$ cat src/design/pmc_pkg.sv
package pmc_pkg;

    // Event ring depth; one slot stays free, so it holds FIFO_DEPTH-1 events.
    localparam int FIFO_DEPTH = 64;
    localparam int PTR_W      = (FIFO_DEPTH > 1) ? $clog2(FIFO_DEPTH) : 1;

    localparam int COORD_W = 12;
    localparam int CFG_W   = 13;

    // Input opcodes
    localparam logic OP_BYTE = 1'b0;
    localparam logic OP_POP  = 1'b1;

    // Configuration register indexes
    localparam int   CFG_IDX_W         = 1;
    localparam logic CFG_SCREEN_WIDTH  = 1'b0;
    localparam logic CFG_SCREEN_HEIGHT = 1'b1;

    // Reset values
    localparam logic [COORD_W-1:0] RST_X_TOP = 12'd1919;  // width 1920
    localparam logic [COORD_W-1:0] RST_Y_TOP = 12'd1079;  // height 1080
    localparam logic [COORD_W-1:0] RST_POS_X = 12'd400;
    localparam logic [COORD_W-1:0] RST_POS_Y = 12'd300;

    typedef struct packed {
        logic               middle;
        logic               right;
        logic               left;
        logic [COORD_W-1:0] y;
        logic [COORD_W-1:0] x;
    } t_event;

    typedef struct packed {
        logic         push;
        t_event       ev;
    } t_push;

    typedef struct packed {
        logic                 we;
        logic [CFG_IDX_W-1:0] index;
        logic [CFG_W-1:0]     data;
    } t_cfg_wr;

endpackage

$ cat src/design/ps2_mouse_packet_cursor_fifo.sv
// Channel   Dir  Handshake                  Payload
// in        in   i_in_valid / o_in_ready    i_opcode, i_data_byte
// out       out  o_out_valid / i_out_ready  o_event_valid, o_ev_*, o_cur_*
// cfg       in   i_cfg_we (no wait)         i_cfg_index, i_cfg_data
//
// One item per cycle unless a stalled output blocks input. A byte finishes at
// its accept edge (add, clamp and event RAM write all at that edge); a pop
// reads the event RAM at its accept edge and its result shows the next cycle.
// Reset (synchronous, active low) clears pointers and packet state, resets the
// cursor; the event RAM is not cleared, only written entries are ever read.
// A stalled output holds its result and blocks input unless it drains now.
module ps2_mouse_packet_cursor_fifo
    import pmc_pkg::*;
(
    input  logic                 i_clk,
    input  logic                 i_rst_n,
    // configuration
    input  logic                 i_cfg_we,
    input  logic [CFG_IDX_W-1:0] i_cfg_index,
    input  logic [CFG_W-1:0]     i_cfg_data,
    // input channel
    input  logic                 i_in_valid,
    output logic                 o_in_ready,
    input  logic                 i_opcode,
    input  logic [7:0]           i_data_byte,
    // output channel
    output logic                 o_out_valid,
    input  logic                 i_out_ready,
    output logic                 o_event_valid,
    output logic [COORD_W-1:0]   o_ev_x,
    output logic [COORD_W-1:0]   o_ev_y,
    output logic                 o_ev_left,
    output logic                 o_ev_right,
    output logic                 o_ev_middle,
    output logic [COORD_W-1:0]   o_cur_x,
    output logic [COORD_W-1:0]   o_cur_y,
    output logic [7:0]           o_cur_buttons
);

    t_cfg_wr            cfg;
    t_push              push;
    t_event             rd_ev;
    logic [COORD_W-1:0] pos_x;
    logic [COORD_W-1:0] pos_y;
    logic [7:0]         last_btn;

    logic [PTR_W-1:0]   r_wp;
    logic [PTR_W-1:0]   r_rp;
    logic [PTR_W-1:0]   wp_next;
    logic [PTR_W-1:0]   rp_next;
    logic               fifo_full;
    logic               fifo_empty;

    logic               in_acc;
    logic               byte_acc;
    logic               pop_acc;
    logic               do_write;
    logic               do_read;

    // output slot
    logic               r_out_valid;
    logic               r_ev_valid;
    logic [COORD_W-1:0] r_cur_x;
    logic [COORD_W-1:0] r_cur_y;
    logic [7:0]         r_cur_btn;

    function automatic logic [PTR_W-1:0] ptr_inc(input logic [PTR_W-1:0] p);
        return (p == PTR_W'(FIFO_DEPTH - 1)) ? '0 : p + 1'b1;
    endfunction

    assign cfg.we    = i_cfg_we;
    assign cfg.index = i_cfg_index;
    assign cfg.data  = i_cfg_data;

    assign o_in_ready = !r_out_valid || i_out_ready;
    assign in_acc     = i_in_valid && o_in_ready;
    assign byte_acc   = in_acc && (i_opcode == OP_BYTE);
    assign pop_acc    = in_acc && (i_opcode == OP_POP);

    assign wp_next    = ptr_inc(r_wp);
    assign rp_next    = ptr_inc(r_rp);
    assign fifo_full  = (wp_next == r_rp);
    assign fifo_empty = (r_wp == r_rp);

    // a push and a pop never share a cycle, so no same-entry overlap
    assign do_write = push.push && !fifo_full;
    assign do_read  = pop_acc && !fifo_empty;

    pmc_cursor u_cursor (
        .i_clk          (i_clk),
        .i_rst_n        (i_rst_n),
        .i_cfg          (cfg),
        .i_byte_we      (byte_acc),
        .i_byte         (i_data_byte),
        .o_push         (push),
        .o_pos_x        (pos_x),
        .o_pos_y        (pos_y),
        .o_last_buttons (last_btn)
    );

    pmc_event_ram #(
        .DEPTH (FIFO_DEPTH),
        .WIDTH ($bits(t_event))
    ) u_ram (
        .i_clk   (i_clk),
        .i_we    (do_write),
        .i_waddr (r_wp),
        .i_wdata (push.ev),
        .i_re    (do_read),
        .i_raddr (r_rp),
        .o_rdata (rd_ev)
    );

    always_ff @(posedge i_clk) begin
        if (!i_rst_n) begin
            r_wp        <= '0;
            r_rp        <= '0;
            r_out_valid <= 1'b0;
            r_ev_valid  <= 1'b0;
        end else begin
            if (do_write) begin
                r_wp <= wp_next;
            end
            if (do_read) begin
                r_rp <= rp_next;
            end
            if (pop_acc) begin
                r_out_valid <= 1'b1;
                r_ev_valid  <= !fifo_empty;
            end else if (i_out_ready) begin
                r_out_valid <= 1'b0;
            end
        end
    end

    // cursor snapshot taken at the pop's accept edge
    always_ff @(posedge i_clk) begin
        if (pop_acc) begin
            r_cur_x   <= pos_x;
            r_cur_y   <= pos_y;
            r_cur_btn <= last_btn;
        end
    end

    // empty pop shows zeros in the event fields
    assign o_out_valid   = r_out_valid;
    assign o_event_valid = r_ev_valid;
    assign o_ev_x        = r_ev_valid ? rd_ev.x : '0;
    assign o_ev_y        = r_ev_valid ? rd_ev.y : '0;
    assign o_ev_left     = r_ev_valid && rd_ev.left;
    assign o_ev_right    = r_ev_valid && rd_ev.right;
    assign o_ev_middle   = r_ev_valid && rd_ev.middle;
    assign o_cur_x       = r_cur_x;
    assign o_cur_y       = r_cur_y;
    assign o_cur_buttons = r_cur_btn;

`ifndef SYNTH
    a_pop_hit: assert property (@(posedge i_clk) disable iff (!i_rst_n)
        (pop_acc && !fifo_empty) |=> (o_out_valid && o_event_valid))
        else $error("pop of a non-empty ring did not return an event");

    a_pop_miss: assert property (@(posedge i_clk) disable iff (!i_rst_n)
        (pop_acc && fifo_empty) |=> (o_out_valid && !o_event_valid))
        else $error("pop of an empty ring returned an event");

    a_full_drop: assert property (@(posedge i_clk) disable iff (!i_rst_n)
        (push.push && fifo_full) |=> $stable(r_wp))
        else $error("write pointer moved on a dropped event");

    a_no_ghost: assert property (@(posedge i_clk) disable iff (!i_rst_n)
        (o_out_valid && !i_out_ready) |-> !o_in_ready)
        else $error("input taken while output slot is stalled");
`endif

endmodule

$ cat src/design/pmc_event_ram.sv
module pmc_event_ram #(
    parameter int DEPTH = 64,
    parameter int WIDTH = 27
) (
    input  logic                                     i_clk,
    input  logic                                     i_we,
    input  logic [((DEPTH > 1) ? $clog2(DEPTH) : 1)-1:0] i_waddr,
    input  logic [WIDTH-1:0]                         i_wdata,
    input  logic                                     i_re,
    input  logic [((DEPTH > 1) ? $clog2(DEPTH) : 1)-1:0] i_raddr,
    output logic [WIDTH-1:0]                         o_rdata
);

    logic [WIDTH-1:0] r_mem [DEPTH];

    always_ff @(posedge i_clk) begin
        if (i_we) begin
            r_mem[i_waddr] <= i_wdata;
        end
    end

    // read data holds while not reading
    always_ff @(posedge i_clk) begin
        if (i_re) begin
            o_rdata <= r_mem[i_raddr];
        end
    end

endmodule

$ cat src/design/pmc_cursor.sv
module pmc_cursor
    import pmc_pkg::*;
(
    input  logic               i_clk,
    input  logic               i_rst_n,
    input  t_cfg_wr            i_cfg,
    input  logic               i_byte_we,
    input  logic [7:0]         i_byte,
    output t_push              o_push,
    output logic [COORD_W-1:0] o_pos_x,
    output logic [COORD_W-1:0] o_pos_y,
    output logic [7:0]         o_last_buttons
);

    typedef enum logic [1:0] {
        BI_BUTTONS,
        BI_DX,
        BI_DY
    } t_byte_idx;

    t_byte_idx          r_idx, n_idx;
    logic [7:0]         r_btn_byte;
    logic [7:0]         r_dx_byte;
    logic [COORD_W-1:0] r_pos_x, n_pos_x;
    logic [COORD_W-1:0] r_pos_y, n_pos_y;
    logic [7:0]         r_last_btn;
    logic [COORD_W-1:0] r_x_top;
    logic [COORD_W-1:0] r_y_top;

    logic signed [7:0]  dx_s;
    logic signed [7:0]  dy_s;
    logic signed [13:0] sum_x;
    logic signed [13:0] sum_y;
    logic               pkt_done;

    // largest coordinate for a size register: 0 acts as 1, above 4096 as 4096
    function automatic logic [COORD_W-1:0] size_top(input logic [CFG_W-1:0] s);
        logic [CFG_W-1:0] dec;
        dec = s - 1'b1;
        if (s == '0) begin
            return '0;
        end else if (s[CFG_W-1]) begin
            return '1;
        end else begin
            return dec[COORD_W-1:0];
        end
    endfunction

    function automatic logic [COORD_W-1:0] clamp(input logic signed [13:0] v,
                                                  input logic [COORD_W-1:0] top);
        if (v < 0) begin
            return '0;
        end else if (v > signed'({2'b00, top})) begin
            return top;
        end else begin
            return v[COORD_W-1:0];
        end
    endfunction

    assign dx_s  = r_dx_byte;
    assign dy_s  = i_byte;
    assign sum_x = signed'({2'b00, r_pos_x}) + 14'(dx_s);
    assign sum_y = signed'({2'b00, r_pos_y}) - 14'(dy_s);

    always_comb begin
        n_idx    = r_idx;
        pkt_done = 1'b0;
        unique case (r_idx)
            BI_BUTTONS: n_idx = BI_DX;
            BI_DX:      n_idx = BI_DY;
            BI_DY: begin
                n_idx    = BI_BUTTONS;
                pkt_done = i_byte_we;
            end
            default:    n_idx = BI_BUTTONS;
        endcase
        n_pos_x = clamp(sum_x, r_x_top);
        n_pos_y = clamp(sum_y, r_y_top);
    end

    always_ff @(posedge i_clk) begin
        if (!i_rst_n) begin
            r_idx      <= BI_BUTTONS;
            r_btn_byte <= '0;
            r_dx_byte  <= '0;
            r_pos_x    <= RST_POS_X;
            r_pos_y    <= RST_POS_Y;
            r_last_btn <= '0;
            r_x_top    <= RST_X_TOP;
            r_y_top    <= RST_Y_TOP;
        end else begin
            if (i_cfg.we) begin
                unique case (i_cfg.index)
                    CFG_SCREEN_WIDTH:  r_x_top <= size_top(i_cfg.data);
                    CFG_SCREEN_HEIGHT: r_y_top <= size_top(i_cfg.data);
                    default:           r_x_top <= r_x_top;
                endcase
            end
            if (i_byte_we) begin
                r_idx <= n_idx;
                if (r_idx == BI_BUTTONS) begin
                    r_btn_byte <= i_byte;
                end
                if (r_idx == BI_DX) begin
                    r_dx_byte <= i_byte;
                end
                if (pkt_done) begin
                    r_pos_x    <= n_pos_x;
                    r_pos_y    <= n_pos_y;
                    r_last_btn <= r_btn_byte;
                end
            end
        end
    end

    // event carries the freshly clamped position
    assign o_push.push      = pkt_done;
    assign o_push.ev.x      = n_pos_x;
    assign o_push.ev.y      = n_pos_y;
    assign o_push.ev.left   = r_btn_byte[0];
    assign o_push.ev.right  = r_btn_byte[1];
    assign o_push.ev.middle = r_btn_byte[2];

    assign o_pos_x        = r_pos_x;
    assign o_pos_y        = r_pos_y;
    assign o_last_buttons = r_last_btn;

endmodule

$ cat config.mk
export PLATFORM = sky130hd
export DESIGN_NAME = ps2_mouse_packet_cursor_fifo
export DESIGN_NICKNAME = d
export VERILOG_FILES = /design/src/design/pmc_pkg.sv /design/src/design/ps2_mouse_packet_cursor_fifo.sv /design/src/design/pmc_event_ram.sv /design/src/design/pmc_cursor.sv
export SDC_FILE = /design/constraint.sdc
export NUM_CORES = 2
export LEC_CHECK = 0
export BUFFER_PORTS_ARGS = -buffer_cell sky130_fd_sc_hd__buf_4
export CORE_ASPECT_RATIO = 0.7
export CORE_UTILIZATION = 37
export CTS_BUF_LIST = sky130_fd_sc_hd__clkbuf_8
export DETAILED_ROUTE_END_ITERATION = 10
export PLACE_DENSITY = 0.48
export SYNTH_ARGS = -nofsm -noshare
export SYNTH_HDL_FRONTEND = slang
export SYNTH_SLANG_ARGS = --single-unit
export TNS_END_PERCENT = 10
$ cat constraint.sdc
create_clock -name i_clk -period 21.8 [get_ports i_clk]
set_input_delay 5.45 -clock i_clk [delete_from_list [all_inputs] [get_ports i_clk]]
set_output_delay 5.45 -clock i_clk [all_outputs]
set_load 0.005 [all_outputs]
After elaboration in Yosys (flattened, before gate mapping)
Memory sizes are Yosys's and may differ from the RTL's. A register that Yosys moved wholly into a read port is not among the register bits.
Cells that the tools add are included.
{ "totals": {"regBits": 120, "ram_bits": 1728, "out_inout_bits": 62, "word_cells": 69, "n_memories": 1} }
{ "memory_table": {"columns": ["name", "words", "word_bits", "rd", "rd_clocked_by_memory_dff", "write_ports", "line_no", "rtl"], "rows": [
  ["u_ram.r_mem", 64, 27, 1, 1, 1, "pmc_event_ram.sv:14", "logic [WIDTH-1:0] r_mem [DEPTH];"]
]} }
{ "op_classes": {"addsub": 5, "n_lt_le_gt_ge": 4, "n_eq_ne": 6, "muxes": 16, "bitwise_logic": 2, "reduce_logical": 20} }
{ "op_table": {"columns": ["cell", "n"], "rows": [
  ["2-to-1 mux 12 bit", 8],
  ["greater-than comparator 14 x 13 -> 1 bit", 2],
  ["less-than comparator 14 x 1 -> 1 bit (second input constant)", 2],
  ["adder 13 x 8 -> 14 bit", 1],
  ["subtractor 13 x 8 -> 14 bit", 1],
  ["zero test 13 bit", 1],
  ["adder 6 x 1 -> 6 bit (second input constant)", 2],
  ["equality test 6 bit", 2],
  ["equality test 6 bit (second input constant)", 2],
  ["2-to-1 mux 6 bit", 2],
  ["subtractor 12 x 1 -> 12 bit (second input constant)", 1],
  ["AND reduction 2 bit", 5],
  ["logical AND 1 bit", 8],
  ["2-to-1 mux 1 bit", 5],
  ["case mux 2 bit (2 select lines)", 1],
  ["zero test 1 bit", 3],
  ["equality test 2 x 1 -> 1 bit (second input constant)", 1],
  ["equality test 2 bit (second input constant)", 1],
  ["zero test 2 bit", 1],
  ["NOT 1 bit", 2],
  ["nonzero test 2 bit", 1],
  ["logical OR 1 bit", 1]
]} }

Longest topological paths before layout
{ "depth": {"word_depth": 8, "ltp_mapped": 20, "ltp_nobuf": 18} }

By module
Synthesis repeated with hierarchy kept, for this count alone.
{ "hier_totals": {"hier_cells": 3873, "hier_area_um2": 74332.5} }
{ "by_module_without_submodules": {"columns": ["mod", "n_inst", "cells_each", "area_per_inst_um2", "seq_area_each_um2"], "rows": [
  ["pmc_event_ram", 1, 3002, 66887.9, 52700.5],
  ["pmc_cursor", 1, 690, 5266.3, 1481.4],
  ["ps2_mouse_packet_cursor_fifo", 1, 181, 2178.3, 1241.2]
]} }

Least setup slack after synthesis
No wires, ideal clock.
{ "synth_path": {"kind": "input-to-reg", "startpoint": "input port i_data_byte[4]", "endpoint": "memory u_ram.r_mem[0][16] (data pin)", "arrival_time_ns": 10.556, "slack_ns": 10.674, "path_stages": 18, "n_path_buf": 1, "cell_sequence": "inv_1 ha_1 a21o_1 a31o_2 o21ai_1 o31ai_1 o31ai_1 xnor2_1 inv_1 ha_1 nand2_1 nor2_1 and4_1 a211oi_1 nor2_1 o31ai_2 buf_6 mux2i_1"} }
{ "synth_lines": {"columns": ["item", "line_no", "rtl"], "rows": [
  ["start: declaration", "ps2_mouse_packet_cursor_fifo.sv:25", "input logic [7:0] i_data_byte,"],
  ["end: declaration", "pmc_event_ram.sv:14", null]
]} }

Worst setup path in the final report
{ "layout_path": {"startpoint": "input port i_out_ready", "endpoint": "output port o_in_ready"} }
{ "layout_via": {"elab_chain_cells": 1} }
{ "layout_rtl": {"columns": ["item", "line_no", "rtl"], "rows": [
  ["start: declaration", "ps2_mouse_packet_cursor_fifo.sv:28", "input logic i_out_ready,"],
  ["logical OR 1 bit", "ps2_mouse_packet_cursor_fifo.sv:75", "assign o_in_ready = !r_out_valid || i_out_ready;"],
  ["end: declaration", "ps2_mouse_packet_cursor_fifo.sv:23", "output logic o_in_ready,"]
]} }
No other way between the ends.

==> flow_summary.json <==
{
  "holdCritStartpoint": "u_cursor.o_last_buttons[3]$_SDFFE_PN0P_",
  "synthesis.nets": 3438,
  "critPathLaunchType": "input pin",
  "grt_util_met3": 0.0372,
  "num_vias": 35956,
  "path_class": "input pin to output pin",
  "yosys.cell_types.count": 76,
  "powerDensity_nw_per_um2": 84.4,
  "clockRootBuffer": "clkbuf_8",
  "wl_mm": 208,
  "pin_count": 90,
  "clockBufferDepth": 4,
  "cts_hold_buf": 0,
  "port_buffers": 89,
  "finalPower_w": 0.00706,
  "ys_dominant_reg_cell": "edfxtp_1",
  "crit_arrival_ns": 5.89,
  "antenna_found_initial": 38,
  "drc_errors": 0,
  "synthArstFlopShare": 0,
  "start_util": 0.374,
  "hpwl_mm": 123,
  "grt_pass1_wl_mm": 289,
  "postCtsSetupRepairBufs": 0,
  "fmax_mhz": 88.2,
  "ff2ff_setup_slack_ns": 15.90,
  "grt_usage": 0.207,
  "min_path_type": "register to register",
  "grt_max_degree": 67,
  "layout.nets": 3717,
  "wl_per_cell_um": 32.0,
  "clk_latency_ns": 0.94,
  "numCtsBuffers": 304,
  "synth-edff-count": 1787,
  "final_cell_mix": "edfxtp_1 (1787), mux4_2 (567), clkbuf_8 (319), buf_4 (145), inv_1 (144)",
  "die_y_um": 376,
  "crit_fanout": 4,
  "fin_cells": 6494,
  "final_common_cell": "edfxtp_1",
  "fin_tns_setup_ns": 0,
  "worst_slew_pin_slew_ns": 1.34,
  "ys_seq_area_frac": 0.751,
  "clk_pin_slew_ns": 0.06,
  "cp.required_ns": 16.35,
  "grt-ovfl-total": 0,
  "yosys_register_bits": 1875,
  "hold_end": "o_cur_buttons[3]$_DFFE_PP_",
  "worstHoldPathCells": 0,
  "period_minus_slack_ns": 11.34,
  "slew_viol_final": 0,
  "syn_area_um2": 73800,
  "yosysWarnings": 0,
  "cts.sinks": 1875,
  "cts-resized-gates": 0,
  "drive_above_1_share": 0.314,
  "grtUsageMet1": 0.325,
  "p_leak_nw": 24.5,
  "finalSetupViolCount": 0,
  "status": "finished clean",
  "die_w_um": 536,
  "busiest_layer": "met1",
  "dieArea_um2": 201000,
  "dr.pass1.iters": 7,
  "reg2reg_to": "u_ram.r_mem[34][4]$_DFFE_PP_",
  "vdd_drop_max_v": 0.0000455,
  "grt_pass1_vias": 36442,
  "ff2ff_path_depth": 19,
  "fin_crit_sh": 0.520,
  "finClkSkew_ns": 0.0655,
  "dpl.cell_count": 5949,
  "slew_headroom": 0.108,
  "grt_setup_unrepaired": "false",
  "hold_viol": 0,
  "critPathCaptureType": "output pin",
  "area_growth_pct": 13.3,
  "drt-initial-drc-count": 4184,
  "gp_congestion": 0.807,
  "postSynthAreaPerCell_um2": 22.0,
  "cts_tree": "yes",
  "syn_inst": 3355,
  "reg2reg_from": "u_cursor.o_pos_x[0]$_SDFFE_PN0P_",
  "ant_nets": 0,
  "coreArea_um2": 197000,
  "gr-usage-met2": 0.300,
  "cts_max_level": 5,
  "maxCapViolCount": 0,
  "avgViaCountPerCell": 5.54,
  "placementRows": 136
}
==> critical path, stage by stage <==
cell and delay, ns:
buf_4 0.10, nand2b_1 0.18, buf_4 0.16
==> metrics by stage <==
stage          hold slack (ns)  worst slack, ns  cell area [µm²]  utilization
6_report                 0.442            10.46            83600        0.424
5_1_grt                  0.447            10.42            83600        0.424
2_1_floorplan            0.408            10.67            73800            -
3_3_place_gp             0.419            10.47            78100        0.396
4_1_cts                  0.442            10.46            83500        0.423
3_5_place_dp             0.421            10.46            78100        0.396
==> logic make-up (layout without fill, tap and decap cells) <==
kind of cell / Yosys count / count (layout) / synth area share
other cells: 0 / 16 / 0
simple gates: 346 / 346 / 0.0232
buf+inv: 227 / 728 / 0.0129
flops: 1875 / 1875 / 0.751
mux: 595 / 595 / 0.177
fa+ha+maj: 55 / 55 / 0.00953
xor+xnor: 44 / 44 / 0.00522
compound gates: 213 / 213 / 0.0208
==> worst max-delay path by stage <==
| stage | from | endpoint | cells after the start |
|---|---|---|---|
| floorplan | i_data_byte[4] | u_ram.r_mem[0][16]$_DFFE_PP_ | 18 |
| global route | i_out_ready | o_in_ready | 3 |
| CTS | i_out_ready | o_in_ready | 3 |
| global placement | i_out_ready | o_in_ready | 3 |
| detailed placement | i_out_ready | o_in_ready | 3 |
| finish | i_out_ready | o_in_ready | 3 |
==> layer usage <==
| layer | vias to the layer above | share of wire | routed length [µm] |
|---|---|---|---|
| li1 | 14713 | - | - |
| met1 | 19593 | 0.47 | 98300 |
| met2 | 1395 | 0.44 | 91000 |
| met3 | 255 | 0.073 | 15100 |
| met4 | 0 | 0.016 | 3430 |
| met5 | - | 0 | 0 |
==> final cells by class <==
type / instances / area [µm²]
well taps: 2622 / 3280
multi-input cells: 1253 / 18100
flip-flops and latches: 1875 / 55400
clock buffers: 319 / 4390
repair buffers: 146 / 1120
fillers: 16870 / 114000
clock inverters: 209 / 1030
diodes: 16 / 40.0
inverters: 54 / 203
==> synth_stat cells (all sizes together), types with 10 or more instances <==
library cell,instances,area [µm²]
nor2,108,405
a31oi,10,90.1
o211ai,21,158
o21a,11,82.6
mux4,567,12800
clkbuf,110,413
and2,36,225
nor2b,22,138
nand3b,14,105
ha,53,663
buf,63,338
o21ai,35,175
xnor2,26,228
xor2,18,158
a21oi,44,224
a211oi,10,80.1
nand3,11,55.1
nand2,88,330
nand2b,13,81.3
edfxtp,1787,53700
dfxtp,88,1760
mux2i,25,250
nor3,14,70.1
a21o,14,105
o21ba,10,100
inv,54,203
a21boi,14,105
==> report_power, final <==
group,internal [W],switching [W]
logic,0.0000443,0.000178
registers,0.00401,0.0000111
clock network,0.00141,0.00140
total,0.00547,0.00159
==> state kept, by name (all words and copies together) (netlist names), 6 cells and up <==
name                     flops
u_ram.r_mem               1728
u_ram.o_rdata               27
o_cur_x                     12
o_cur_y                     12
u_cursor.o_pos_x            12
u_cursor.o_pos_y            12
u_cursor.r_x_top            12
u_cursor.r_y_top            12
o_cur_buttons                8
u_cursor.dx_s                8
u_cursor.o_last_buttons      8
u_cursor.r_btn_byte          8
r_rp                         6
r_wp                         6
Note: power is estimated with default switching activity, not from simulation.
